`src/rtl/ssdd_pkg.sv`:
```
package ssdd_pkg;

  localparam int unsigned WORD_W = 16;
  localparam int unsigned DIST_W = 15;
  localparam int unsigned CNT_W  = 16;

  localparam logic [7:0]        SEG_MASK        = 8'hFE;
  localparam logic [7:0]        SEG_S           = 8'hB6;
  localparam logic [7:0]        SEG_E           = 8'h9E;
  localparam logic [DIST_W-1:0] DIST_UNKNOWN    = 15'd32767;
  localparam logic [CNT_W-1:0]  COUNT_MAX       = 16'hFFFF;
  localparam logic [CNT_W-1:0]  THRESHOLD_RESET = 16'd150;

  // One result as it sits in the output stage.
  typedef struct packed {
    logic [DIST_W-1:0] distance_value;
    logic              updated;
    logic              stable;
  } result_t;

  // Segment pattern (decimal point already masked) to digit; unknown reads as 0.
  function automatic logic [3:0] seg_to_digit(input logic [7:0] pattern);
    logic [3:0] d;
    unique case (pattern)
      8'hFC:   d = 4'd0;
      8'h60:   d = 4'd1;
      8'hDA:   d = 4'd2;
      8'hF2:   d = 4'd3;
      8'h66:   d = 4'd4;
      8'hB6:   d = 4'd5;
      8'hBE:   d = 4'd6;
      8'hE0:   d = 4'd7;
      8'hFE:   d = 4'd8;
      8'hF6:   d = 4'd9;
      default: d = 4'd0;
    endcase
    return d;
  endfunction

endpackage

```
`src/rtl/seven_segment_distance_decoder.sv`:
```
// Seven-segment distance decoder. Each input transfer carries one captured display word
// (left digit in bits 15..8, right digit in bits 7..0, bit 0 of each byte its decimal
// point) and produces exactly one result transfer. The block counts consecutive repeats
// of a nonzero word, saturating at 65535; a zero word clears the count and a different
// word restarts it. Once the count reaches stable_threshold the two digits are decoded
// into a distance: 100*left + 10*right with the left decimal point lit, else
// 1000*left + 100*right. The text "SE" holds the previous distance, and 32767 means no
// distance is known yet. The repeat counter, digit lookup and distance are computed
// in the cycle of the input transfer and land in the output stage, so a new item is
// taken every cycle while results drain. A two-entry output stage (output register
// plus skid register) keeps in_stall a registered signal; it rises only when both
// entries are full. Write stable_threshold only while the block is idle; cfg_ready is
// always high.
module seven_segment_distance_decoder
  import ssdd_pkg::*;
(
  input  logic              clk,
  input  logic              rst_n,
  // input channel
  input  logic              in_valid,
  output logic              in_stall,
  input  logic [WORD_W-1:0] in_display_word,
  // result channel
  output logic              out_valid,
  input  logic              out_stall,
  output logic [DIST_W-1:0] out_distance_value,
  output logic              out_updated,
  output logic              out_stable,
  // configuration write channel
  input  logic              cfg_valid,
  output logic              cfg_ready,
  input  logic [CNT_W-1:0]  cfg_stable_threshold
);

  // Control and state registers
  logic [CNT_W-1:0]  threshold_r;
  logic [WORD_W-1:0] last_word_r,  last_word_nxt;
  logic [CNT_W-1:0]  match_cnt_r,  match_cnt_nxt;
  logic [DIST_W-1:0] dist_r,       dist_nxt;
  logic              out_vld_r,    out_vld_nxt;
  logic              skid_vld_r,   skid_vld_nxt;
  result_t           out_data_r,   out_data_nxt;
  result_t           skid_data_r,  skid_data_nxt;

  logic    in_xfer;
  logic    out_xfer;
  result_t res;

  // Decode datapath signals
  logic [7:0]  left_seg;
  logic [7:0]  right_seg;
  logic        left_dp;
  logic [3:0]  left_dig;
  logic [3:0]  right_dig;
  logic [13:0] dist_calc;
  logic        is_se;

  assign cfg_ready = 1'b1;
  assign in_stall  = skid_vld_r;
  assign in_xfer   = in_valid & ~skid_vld_r;
  assign out_xfer  = out_vld_r & ~out_stall;

  // Digit decode straight from the incoming word
  assign left_seg  = in_display_word[15:8] & SEG_MASK;
  assign right_seg = in_display_word[7:0] & SEG_MASK;
  assign left_dp   = in_display_word[8];
  assign left_dig  = seg_to_digit(left_seg);
  assign right_dig = seg_to_digit(right_seg);
  assign is_se     = (left_seg == SEG_S) && (right_seg == SEG_E);

  // Constant multiplies only; the largest value is 9900
  always_comb begin
    if (left_dp) begin
      dist_calc = 14'(left_dig) * 14'd100 + 14'(right_dig) * 14'd10;
    end else begin
      dist_calc = 14'(left_dig) * 14'd1000 + 14'(right_dig) * 14'd100;
    end
  end

  // Per-item state update and result
  always_comb begin
    last_word_nxt = last_word_r;
    match_cnt_nxt = match_cnt_r;
    dist_nxt      = dist_r;
    res.updated   = 1'b0;
    res.stable    = 1'b0;

    if (in_display_word == '0) begin
      // blank display: drop the count, keep the word
      match_cnt_nxt = '0;
    end else begin
      if (in_display_word == last_word_r) begin
        // repeat: advance, saturating at the top
        if (match_cnt_r != COUNT_MAX) begin
          match_cnt_nxt = match_cnt_r + 1'b1;
        end
      end else begin
        // new word: restart the count
        match_cnt_nxt = '0;
        last_word_nxt = in_display_word;
      end

      if (match_cnt_nxt >= threshold_r) begin
        res.stable = 1'b1;
        // "SE" on the display: hold the stored distance
        if (!is_se) begin
          dist_nxt    = DIST_W'(dist_calc);
          res.updated = 1'b1;
        end
      end
    end

    res.distance_value = dist_nxt;
  end

  // Output stage: output register fed either by a new item or the skid entry
  always_comb begin
    out_vld_nxt   = out_vld_r;
    skid_vld_nxt  = skid_vld_r;
    out_data_nxt  = out_data_r;
    skid_data_nxt = skid_data_r;

    if (out_xfer) begin
      out_vld_nxt = 1'b0;
    end

    if (skid_vld_r) begin
      // no input transfer can happen while the skid entry is full
      if (out_xfer) begin
        out_vld_nxt  = 1'b1;
        out_data_nxt = skid_data_r;
        skid_vld_nxt = 1'b0;
      end
    end else if (in_xfer) begin
      if (out_vld_r && !out_xfer) begin
        // output still waiting: park the result in the skid entry
        skid_vld_nxt  = 1'b1;
        skid_data_nxt = res;
      end else begin
        out_vld_nxt  = 1'b1;
        out_data_nxt = res;
      end
    end
  end

  // Control and state registers
  always_ff @(posedge clk) begin
    if (!rst_n) begin
      threshold_r <= THRESHOLD_RESET;
      last_word_r <= '0;
      match_cnt_r <= '0;
      dist_r      <= DIST_UNKNOWN;
      out_vld_r   <= 1'b0;
      skid_vld_r  <= 1'b0;
    end else begin
      if (cfg_valid && cfg_ready) begin
        threshold_r <= cfg_stable_threshold;
      end
      if (in_xfer) begin
        last_word_r <= last_word_nxt;
        match_cnt_r <= match_cnt_nxt;
        dist_r      <= dist_nxt;
      end
      out_vld_r  <= out_vld_nxt;
      skid_vld_r <= skid_vld_nxt;
    end
  end

  // Payload registers, no reset
  always_ff @(posedge clk) begin
    out_data_r  <= out_data_nxt;
    skid_data_r <= skid_data_nxt;
  end

  assign out_valid          = out_vld_r;
  assign out_distance_value = out_data_r.distance_value;
  assign out_updated        = out_data_r.updated;
  assign out_stable         = out_data_r.stable;

endmodule

```
`config.mk`:
```
export PLATFORM = sky130hd
export DESIGN_NAME = seven_segment_distance_decoder
export DESIGN_NICKNAME = d
export VERILOG_FILES = /design/src/rtl/ssdd_pkg.sv /design/src/rtl/seven_segment_distance_decoder.sv
export SDC_FILE = /design/constraint.sdc
export NUM_CORES = 1
export LEC_CHECK = 0
export ABC_CLOCK_PERIOD_IN_PS = 6400
export BUFFER_PORTS_ARGS = -buffer_cell sky130_fd_sc_hd__buf_2
export CORE_MARGIN = 5
export CORE_UTILIZATION = 61
export DETAILED_ROUTE_END_ITERATION = 8
export PLACE_DENSITY = 0.92
export SETUP_SLACK_MARGIN = 0.3
export SKIP_LAST_GASP = 1
export SLEW_MARGIN = 40
export SYNTH_ARGS = -nofsm -noshare
export SYNTH_HDL_FRONTEND = slang
export SYNTH_SLANG_ARGS = --single-unit
```
`constraint.sdc`:
```
create_clock -name clk -period 6.4 [get_ports clk]
set_input_delay 0 -clock clk [delete_from_list [all_inputs] [get_ports clk]]
set_output_delay 0 -clock clk [all_outputs]
set_load 0.005 [all_outputs]
```
After elaboration in Yosys (flattened, before gate mapping)

Index checks and enable logic that the tools add are counted.

Register bits after elaboration: 99
Logic and storage cells: 83
Output and inout port bits: 20

Bitwise gates (word level): 6
Add/sub/neg operators: 3
$lt $le $gt $ge: 1
Mux-type cells: 26
Equality and inequality tests: 23
Reduce and logical (&&, ||, !) cells: 8
$mul: 4

Operators by type and width:

| operator              | number |
|---|---|
| $eq 7x7->1 const B    | 15 |
| $pmux 4 s9            | 2 |
| $mux 17               | 4 |
| $mux 16               | 4 |
| $mux 15               | 3 |
| $eq 7x6->1 const B    | 4 |
| $mul 4x5->9 const B   | 2 |
| $add 16x1->16 const B | 1 |
| $eq 16x16->1          | 1 |
| $ge 16x16->1          | 1 |
| $logic_not 16->1      | 1 |
| $ne 16x16->1 const B  | 1 |
| $add 14x11->14        | 1 |
| $mux 14               | 1 |
| $add 11x8->12         | 1 |
| $mul 4x7->11 const B  | 1 |
| $mux 1                | 10 |
| $reduce_and 3->1      | 3 |
| $mul 4x3->7 const B   | 1 |
| $mux 2                | 2 |
| $not 1->1             | 4 |
| $and 1x1->1           | 2 |
| $logic_and 1x1->1     | 2 |
| $ne 2x1->1 const B    | 1 |
| 3 further kinds       | 3 |

Logic depth before layout (Yosys ltp)

Gate-level depths: netlist of run 1.

Word-level depth: 11
Gate-level depth with buffers: 21
Depth with buffers taken out: 20

Worst setup path before layout of run 1

No wires, ideal clock.

Kind: input to register
From: in in_display_word[15]
To: reg out_data_r (netlist bit out_distance_value[11]), data pin
Data arrival time: 4.514 ns
Library setup time: 0.260 ns
Cell stages on the path: 20
Required time: 6.140 ns
Setup slack: 1.626 ns
Path buffers: 1
Path through: clkbuf_1 > and3_1 > nand3_1 > o32ai_1 > inv_1 > fa_1 > inv_1 > fa_1 > inv_1 > ha_1 > a21o_1 > a21oi_1 > xnor2_1 > ha_1 > o21ai_0 > and2_1 > or3_1 > a31oi_1 > o21ai_1 > mux2_2

RTL lines:

| element              | RTL line                              | text |
|---|---|---|
| from (decl)          | seven_segment_distance_decoder.sv:22  | `input logic [WORD_W-1:0] in_display_word,` |
| to (signal assigned) | seven_segment_distance_decoder.sv:171 | `out_data_r <= out_data_nxt;` |
| to (decl)            | seven_segment_distance_decoder.sv:42  | `result_t out_data_r, out_data_nxt;` |

==> results of run 1 <==
==> worst max path at each step <==
stage                     cells after the start                endpoint           startpoint
after floorplan                              20  out_distance_value[11]  in_display_word[15]
after global placement                       19  out_distance_value[11]  in_display_word[15]
after detailed placement                     20  out_distance_value[11]  in_display_word[15]
after CTS                                    15   out_distance_value[3]       match_cnt_r[3]
after global routing                         20  out_distance_value[11]  in_display_word[15]
final                                        15   out_distance_value[3]       match_cnt_r[3]
==> cell type report <==
cell class / instances / area [um2]
sequential: 99 / 2320
clock inverter: 6 / 51.3
inverter: 53 / 199
timing repair buffer: 80 / 513
tap: 143 / 179
multi-input combinational: 606 / 4500
fill: 832 / 3470
clock buffer: 10 / 229
==> state kept, by name, summed over array words and instances, names as in the netlist <==
name and flops:
threshold_r 16, out_stable 1, last_word_r 16, out_valid 1, in_stall 1, out_distance_value 15, match_cnt_r 16, skid_data_r 17
dist_r 15, out_updated 1
==> power breakdown <==
part	total [uW]	internal [uW]	switching, uW	leakage, uW
Sequential	685	671	13.2	0.000793
Combinational	180	76.8	103	0.00258
Clock	513	268	245	0.000127
==> logic make-up (layout without fill, tap and decap cells) <==
| kind of cell | after synthesis | after routing |
|---|---|---|
| other cells | 1 | 1 |
| simple gates | 261 | 261 |
| mux | 46 | 46 |
| fa+ha+maj | 75 | 75 |
| buf+inv | 93 | 149 |
| compound gates | 178 | 178 |
| flops | 99 | 99 |
| xor+xnor | 45 | 45 |
==> synthesized netlist by cell type (4+ instances only) <==
cell type,instances
a21boi_0,4
a21o_1,11
a21oi_1,33
a22o_1,5
a22oi_1,6
a311oi_1,4
a31oi_1,8
and2_1,8
and3_1,11
and4_1,4
buf_2,9
clkbuf_1,27
dfxtp_1,65
edfxtp_1,34
fa_1,10
ha_1,65
inv_1,52
mux2_2,14
mux2i_1,31
nand2_1,59
nand2b_1,10
nand3_1,17
nand4_1,7
nor2_1,53
nor2b_1,40
nor3_1,12
nor3b_1,6
nor4_1,7
o211ai_1,14
o21ai_0,38
o21ai_1,9
o22ai_1,4
o31ai_1,7
or3_1,7
xnor2_1,18
xor2_1,27
==> layer usage <==
| layer | track usage, % | up-vias | wire (um) |
|---|---|---|---|
| li1 | - | 2965 | - |
| met5 | 0 | - | 0 |
| met2 | 41.0 | 293 | 8220 |
| met3 | 4.63 | 55 | 1360 |
| met4 | 9.36 | 0 | 581 |
| met1 | 32.6 | 2881 | 7280 |
==> through the flow <==
step | worst slack [ps] | total power, uW
after floorplan | 1630 | 815
after global placement | 1500 | 856
after detailed placement | 1220 | 863
after CTS | 1520 | 1380
after global routing | 1140 | 1430
final | 1450 | 1380
==> cell usage in the layout, fill, tap and decap left out, types with 31 or more instances in the layout <==
cell	netlist	final
a21oi_1	33	33
buf_2	9	55
dfxtp_1	65	64
edfxtp_1	34	34
ha_1	65	65
inv_1	52	52
mux2i_1	31	31
nand2_1	59	59
nor2_1	53	53
nor2b_1	40	40
o21ai_0	38	38
==> tightest hold or removal path, stage by stage <==
cell	delay [ps]
buf_2	160
mux2i_1	100
nor2b_1	90
==> what timing repair did <==
| action | in CTS | in global routing |
|---|---|---|
| setup buffers | 0 | 0 |
| resized for setup | 0 | 0 |
| hold endpoints to repair | 19 | 0 |
| hold buffers | 20 | 0 |
==> impl_metrics.tcl, run 1 <==
set metrics [dict create \
    fin_area_um2 7990 \
    drtAntennaViolNets 0 \
    critical_path_buf_inv_count 1 \
    end_kind "flop" \
    die_width_um 119 \
    crit_type "reg2reg" \
    synth_area_leader_cell "dfxtp_1" \
    first_iter_violations 568 \
    hold_start "in_display_word[12]" \
    initial_core_util_pct 62.7 \
    synth.avg_cell_area_um2 9.02 \
    ys_async_sr_fraction_pct 0 \
    status "complete, no violations" \
    cts_buffers 9 \
    syn_nets 910 \
    peakVddDrop_mv 0.188 \
    cts_tree "yes" \
    clkTransAtPathRegs_ps 70 \
    hold_class "in2reg" \
    synth-seq-cells 99 \
    routed_wl_mm 17.4 \
    syn_inst 798 \
    fin_util_pct 69.7 \
    max_clock_freq_mhz 202 \
    cp_slowest_stage_delay_ps 470 \
    drv_cap 0 \
    maxSlewViolCount 0 \
    r2r-start "match_cnt_r[3]" \
    htree_levels 3 \
    n_antenna_cell 0 \
    crit_fanout 17 \
    worst-slew-pin-transition_ps 837 \
    yosys_warnings 0 \
    crit_chain "and4_1 -> and4_1 -> nand4_1 -> and2_0 -> nand4_1 -> xor2_1 -> nor2_1 -> ha_1 -> or3_1 -> a221o_1 -> a211o_1 -> nand2_1 -> inv_2 -> mux2_1 -> mux2_2" \
    fin_cells 997 \
    p_leak_uw 0.00350 \
    holdWs_ps 37.0 \
    synth_compound_area_share_pct 16.9 \
    nets 961 \
    worstReg2RegEnd "out_distance_value[3]" \
    slew_headroom_pct 44.0 \
    syn2layout_area_growth_pct 11.1 \
    hold_depth 3 \
    dp.final_hpwl_mm 12.2 \
    yosys.area_share.simple_pct 19.3 \
    arrival_ps 5060 \
    yosysUniqueCellTypes 76 \
    layout-drive-gt1-share_pct 12.4 \
    globalRouteOverflowTotal 0 \
    rsz0062_at_grt "no" \
    routedWlPerCell_um 17.5 \
    ios 57 \
    clk_latency_ps 350 \
    synth_fa_ha_area_share_pct 14.1 \
    seq_area_frac_synth_pct 32.3 \
    fin_skew_ps 9.69 \
    antenna_found_initial 0 \
    core_um2 11500 \
    reg2reg_slack_ps 1450 \
    start_kind "flop" \
    die_h_um 119 \
    netlist_area_um2 7200 \
    synth_top_family_by_area "simple AND/OR/NAND/NOR gates" \
    grt_pass1_wl_mm 29.3 \
    required_ps 6510 \
    synth.area.top_cells "dfxtp_1, edfxtp_1, ha_1" \
    first_global_vias 6026 \
    yosys-mux-area-fraction_pct 6.66 \
    clock-root-buffer "clkbuf_16" \
    synth_top_area_share_pct 18.1 \
    cts_buffer_depth 2 \
    grt_max_degree 61 \
    dieArea_um2 14100 \
    cts.sinks 99 \
    remaining_drc_errors 0 \
    tns_ps 0 \
    fin_crit_ps 4950 \
    portBuffers 55 \
    vias 6194 \
    min_to "last_word_r[12]" \
    hold_violations 0 \
    synthFlopType "dfxtp_1" \
    rr_worst_depth 15 \
    rows 39 \
    finalSetupViolations 0 \
    synth_xor_xnor_area_share_pct 5.48 \
    critPathTopFamily "simple AND/OR/NAND/NOR gates" \
    first_pass_iters 5 \
    p_per_area_nw_per_um2 172 \
    dpl-instance-area_um2 7510 \
    synth_edf_count 34 \
    routabilityCongestion 0.928 \
    placed_cells 961 \
    finalCritPeriodShare_pct 77.3 \
    viasPerCell 6.21 \
    grtUsageTotal_pct 24.9 \
    cpMaxStageDelayCell "dfxtp_1" \
]
No activity file was read; power rests on OpenSTA's default activity.
==> run 2, diff against run 1 <==
Settings changed: ABC_CLOCK_PERIOD_IN_PS 6400 to 4650.
Clock period 6.4 ns to 4.65 ns, I/O delays scaled along.
==> run 2 against run 1 <==
  * Cell count increased by 1.6%
  * Worst setup slack worse by 1000 ps
  * Count of clock-buffer cells in the layout is 1 lower
  * Clock skew fell by 0.76 ps
  * Worst hold slack worse by 28 ps
  * Critical endpoint unchanged
==> impl_metrics.tcl, run 2 (synthesized netlist as in run 1, its figures left out) <==
set metrics [dict create \
    cts_buffer_depth 2 \
    finalSetupViolations 0 \
    rsz0062_at_grt "no" \
    layout-drive-gt1-share_pct 17.3 \
    fin_crit_ps 4200 \
    p_per_area_nw_per_um2 232 \
    arrival_ps 4300 \
    finalPower_uw 1920 \
    final_cell_mix "ha_1, dfxtp_1, nand2_1" \
    hold_class "in2reg" \
    viasPerCell 6.14 \
    grt_pass1_wl_mm 28.7 \
    r2r-start "match_cnt_r[4]" \
    largest_register_ffs 17 \
    tns_ps 0 \
    drtAntennaViolNets 0 \
    p_switching_uw 512 \
    first_pass_iters 5 \
    crit_fanout 15 \
    core_um2 11500 \
    portBuffers 55 \
    peakVddDrop_mv 0.278 \
    dieArea_um2 14100 \
    initial_core_util_pct 62.7 \
    htree_levels 3 \
    rows 39 \
    cts_tree "yes" \
    ios 57 \
    grt_max_degree 61 \
    required_ps 4760 \
    start_kind "flop" \
    die_width_um 119 \
    fin_skew_ps 8.93 \
    reg2reg_slack_ps 450 \
    maxSlewViolCount 0 \
    clkTransAtPathRegs_ps 70 \
    syn2layout_area_growth_pct 14.8 \
    ff_latch_area_um2 2330 \
    status "complete, no violations" \
    timing.critical_path.from "match_cnt_r[4]" \
    end_kind "flop" \
    first_global_vias 6039 \
    routabilityCongestion 0.875 \
    holdWs_ps 8.49 \
    largest-register "skid_data_r" \
    p_leak_uw 0.00359 \
    multi_input_area_um2 4630 \
    netSwitchingFraction_pct 26.7 \
    layout_commonest_cell "ha_1" \
    nets 976 \
    finalCritPeriodShare_pct 90.2 \
    hold_violations 0 \
    die_h_um 119 \
    hold_start "out_stall" \
    routed_wl_mm 17.7 \
    pwr-share-clk_pct 37.5 \
    cts.sinks 99 \
    max_clock_freq_mhz 238 \
    slew_headroom_pct 50.8 \
    seq_power_share_pct 49.1 \
    worst-slew-pin-transition_ps 732 \
    vias 6222 \
    p_comb_share_pct 13.4 \
    cts_buffers 9 \
    first_iter_violations 473 \
    crit_type "reg2reg" \
    antenna_found_initial 1 \
    globalRouteOverflowTotal 0 \
    routedWlPerCell_um 17.5 \
    clock-root-buffer "clkbuf_16" \
    clk_latency_ps 350 \
    drv_cap 0 \
    remaining_drc_errors 0 \
    grtUsageTotal_pct 24.5 \
    dp.final_hpwl_mm 12.3 \
    fillers 805 \
    power.internal_uw 1410 \
]
==> run 2: what timing repair did <==
item | in CTS | in global routing
hold buffers | 19 | 0
pin swaps | 0 | 5
resized for setup | 5 | 23
setup buffers | 0 | 6
endpoints found under the hold margin | 18 | 0
endpoints found under the setup margin | 11 | 39
==> run 2: routing by layer <==
layer  up-vias  GRT usage, %  part of all wire, %
met2       268          41.3                   48
met4         0          9.85                  2.7
met5         -             0                    0
met1      2932          30.9                   42
li1       2982             -                    -
met3        40          4.54                  7.1
==> run 2: worst max-delay path: stages (launching register included) <==
cell and delay [ps]:
dfxtp_2 390, and4_4 250, and4_4 270, nand3_2 110, nor2_4 160, nor2_4 80, and3_1 230, xnor2_1 170
nor2_1 60, ha_1 300, a21o_1 200, a21o_1 180, a221o_1 370, a211o_1 290, nand2_2 130, inv_4 100
mux2_1 370, mux2_2 270
==> run 2: cell type report <==
class                      count  area share, %
multi-input combinational    606           56.1
timing repair buffer          95           7.60
tap                          143           2.17
clock inverter                 7          0.742
clock buffer                   9           2.73
sequential                    99           28.2
antenna                        1         0.0303
inverter                      53           2.44
==> run 2: path summary, 6_finish.rpt <==
check	to	depth (start not counted)
worst max-delay path	out_distance_value[3]	17
worst min-delay path	out_valid	3
worst max register to register	out_distance_value[3]	17
worst min register to register	dist_r[3]	2
==> run 2: power by group through the flow <==
stage                     Sequential (uW)  Combinational, uW  Clock, uW
after global placement                959                226          0
after global routing                  944                284        761
after detailed placement              961                232          0
final                                 941                257        719
after floorplan                       955                172          0
after CTS                             941                247        724
==> run 2: per-stage QoR <==
step / worst slack, ps / area, um2 / instances / utilization (%)
floorplan: 305 / 7270 / 798 / -
global placement: 137 / 7650 / 971 / 66.7
detailed placement: 8.36 / 7650 / 971 / 66.7
CTS: 300 / 8140 / 1006 / 71.0
global route: 268 / 8260 / 1013 / 72.1
finish: 455 / 8260 / 1013 / 72.1
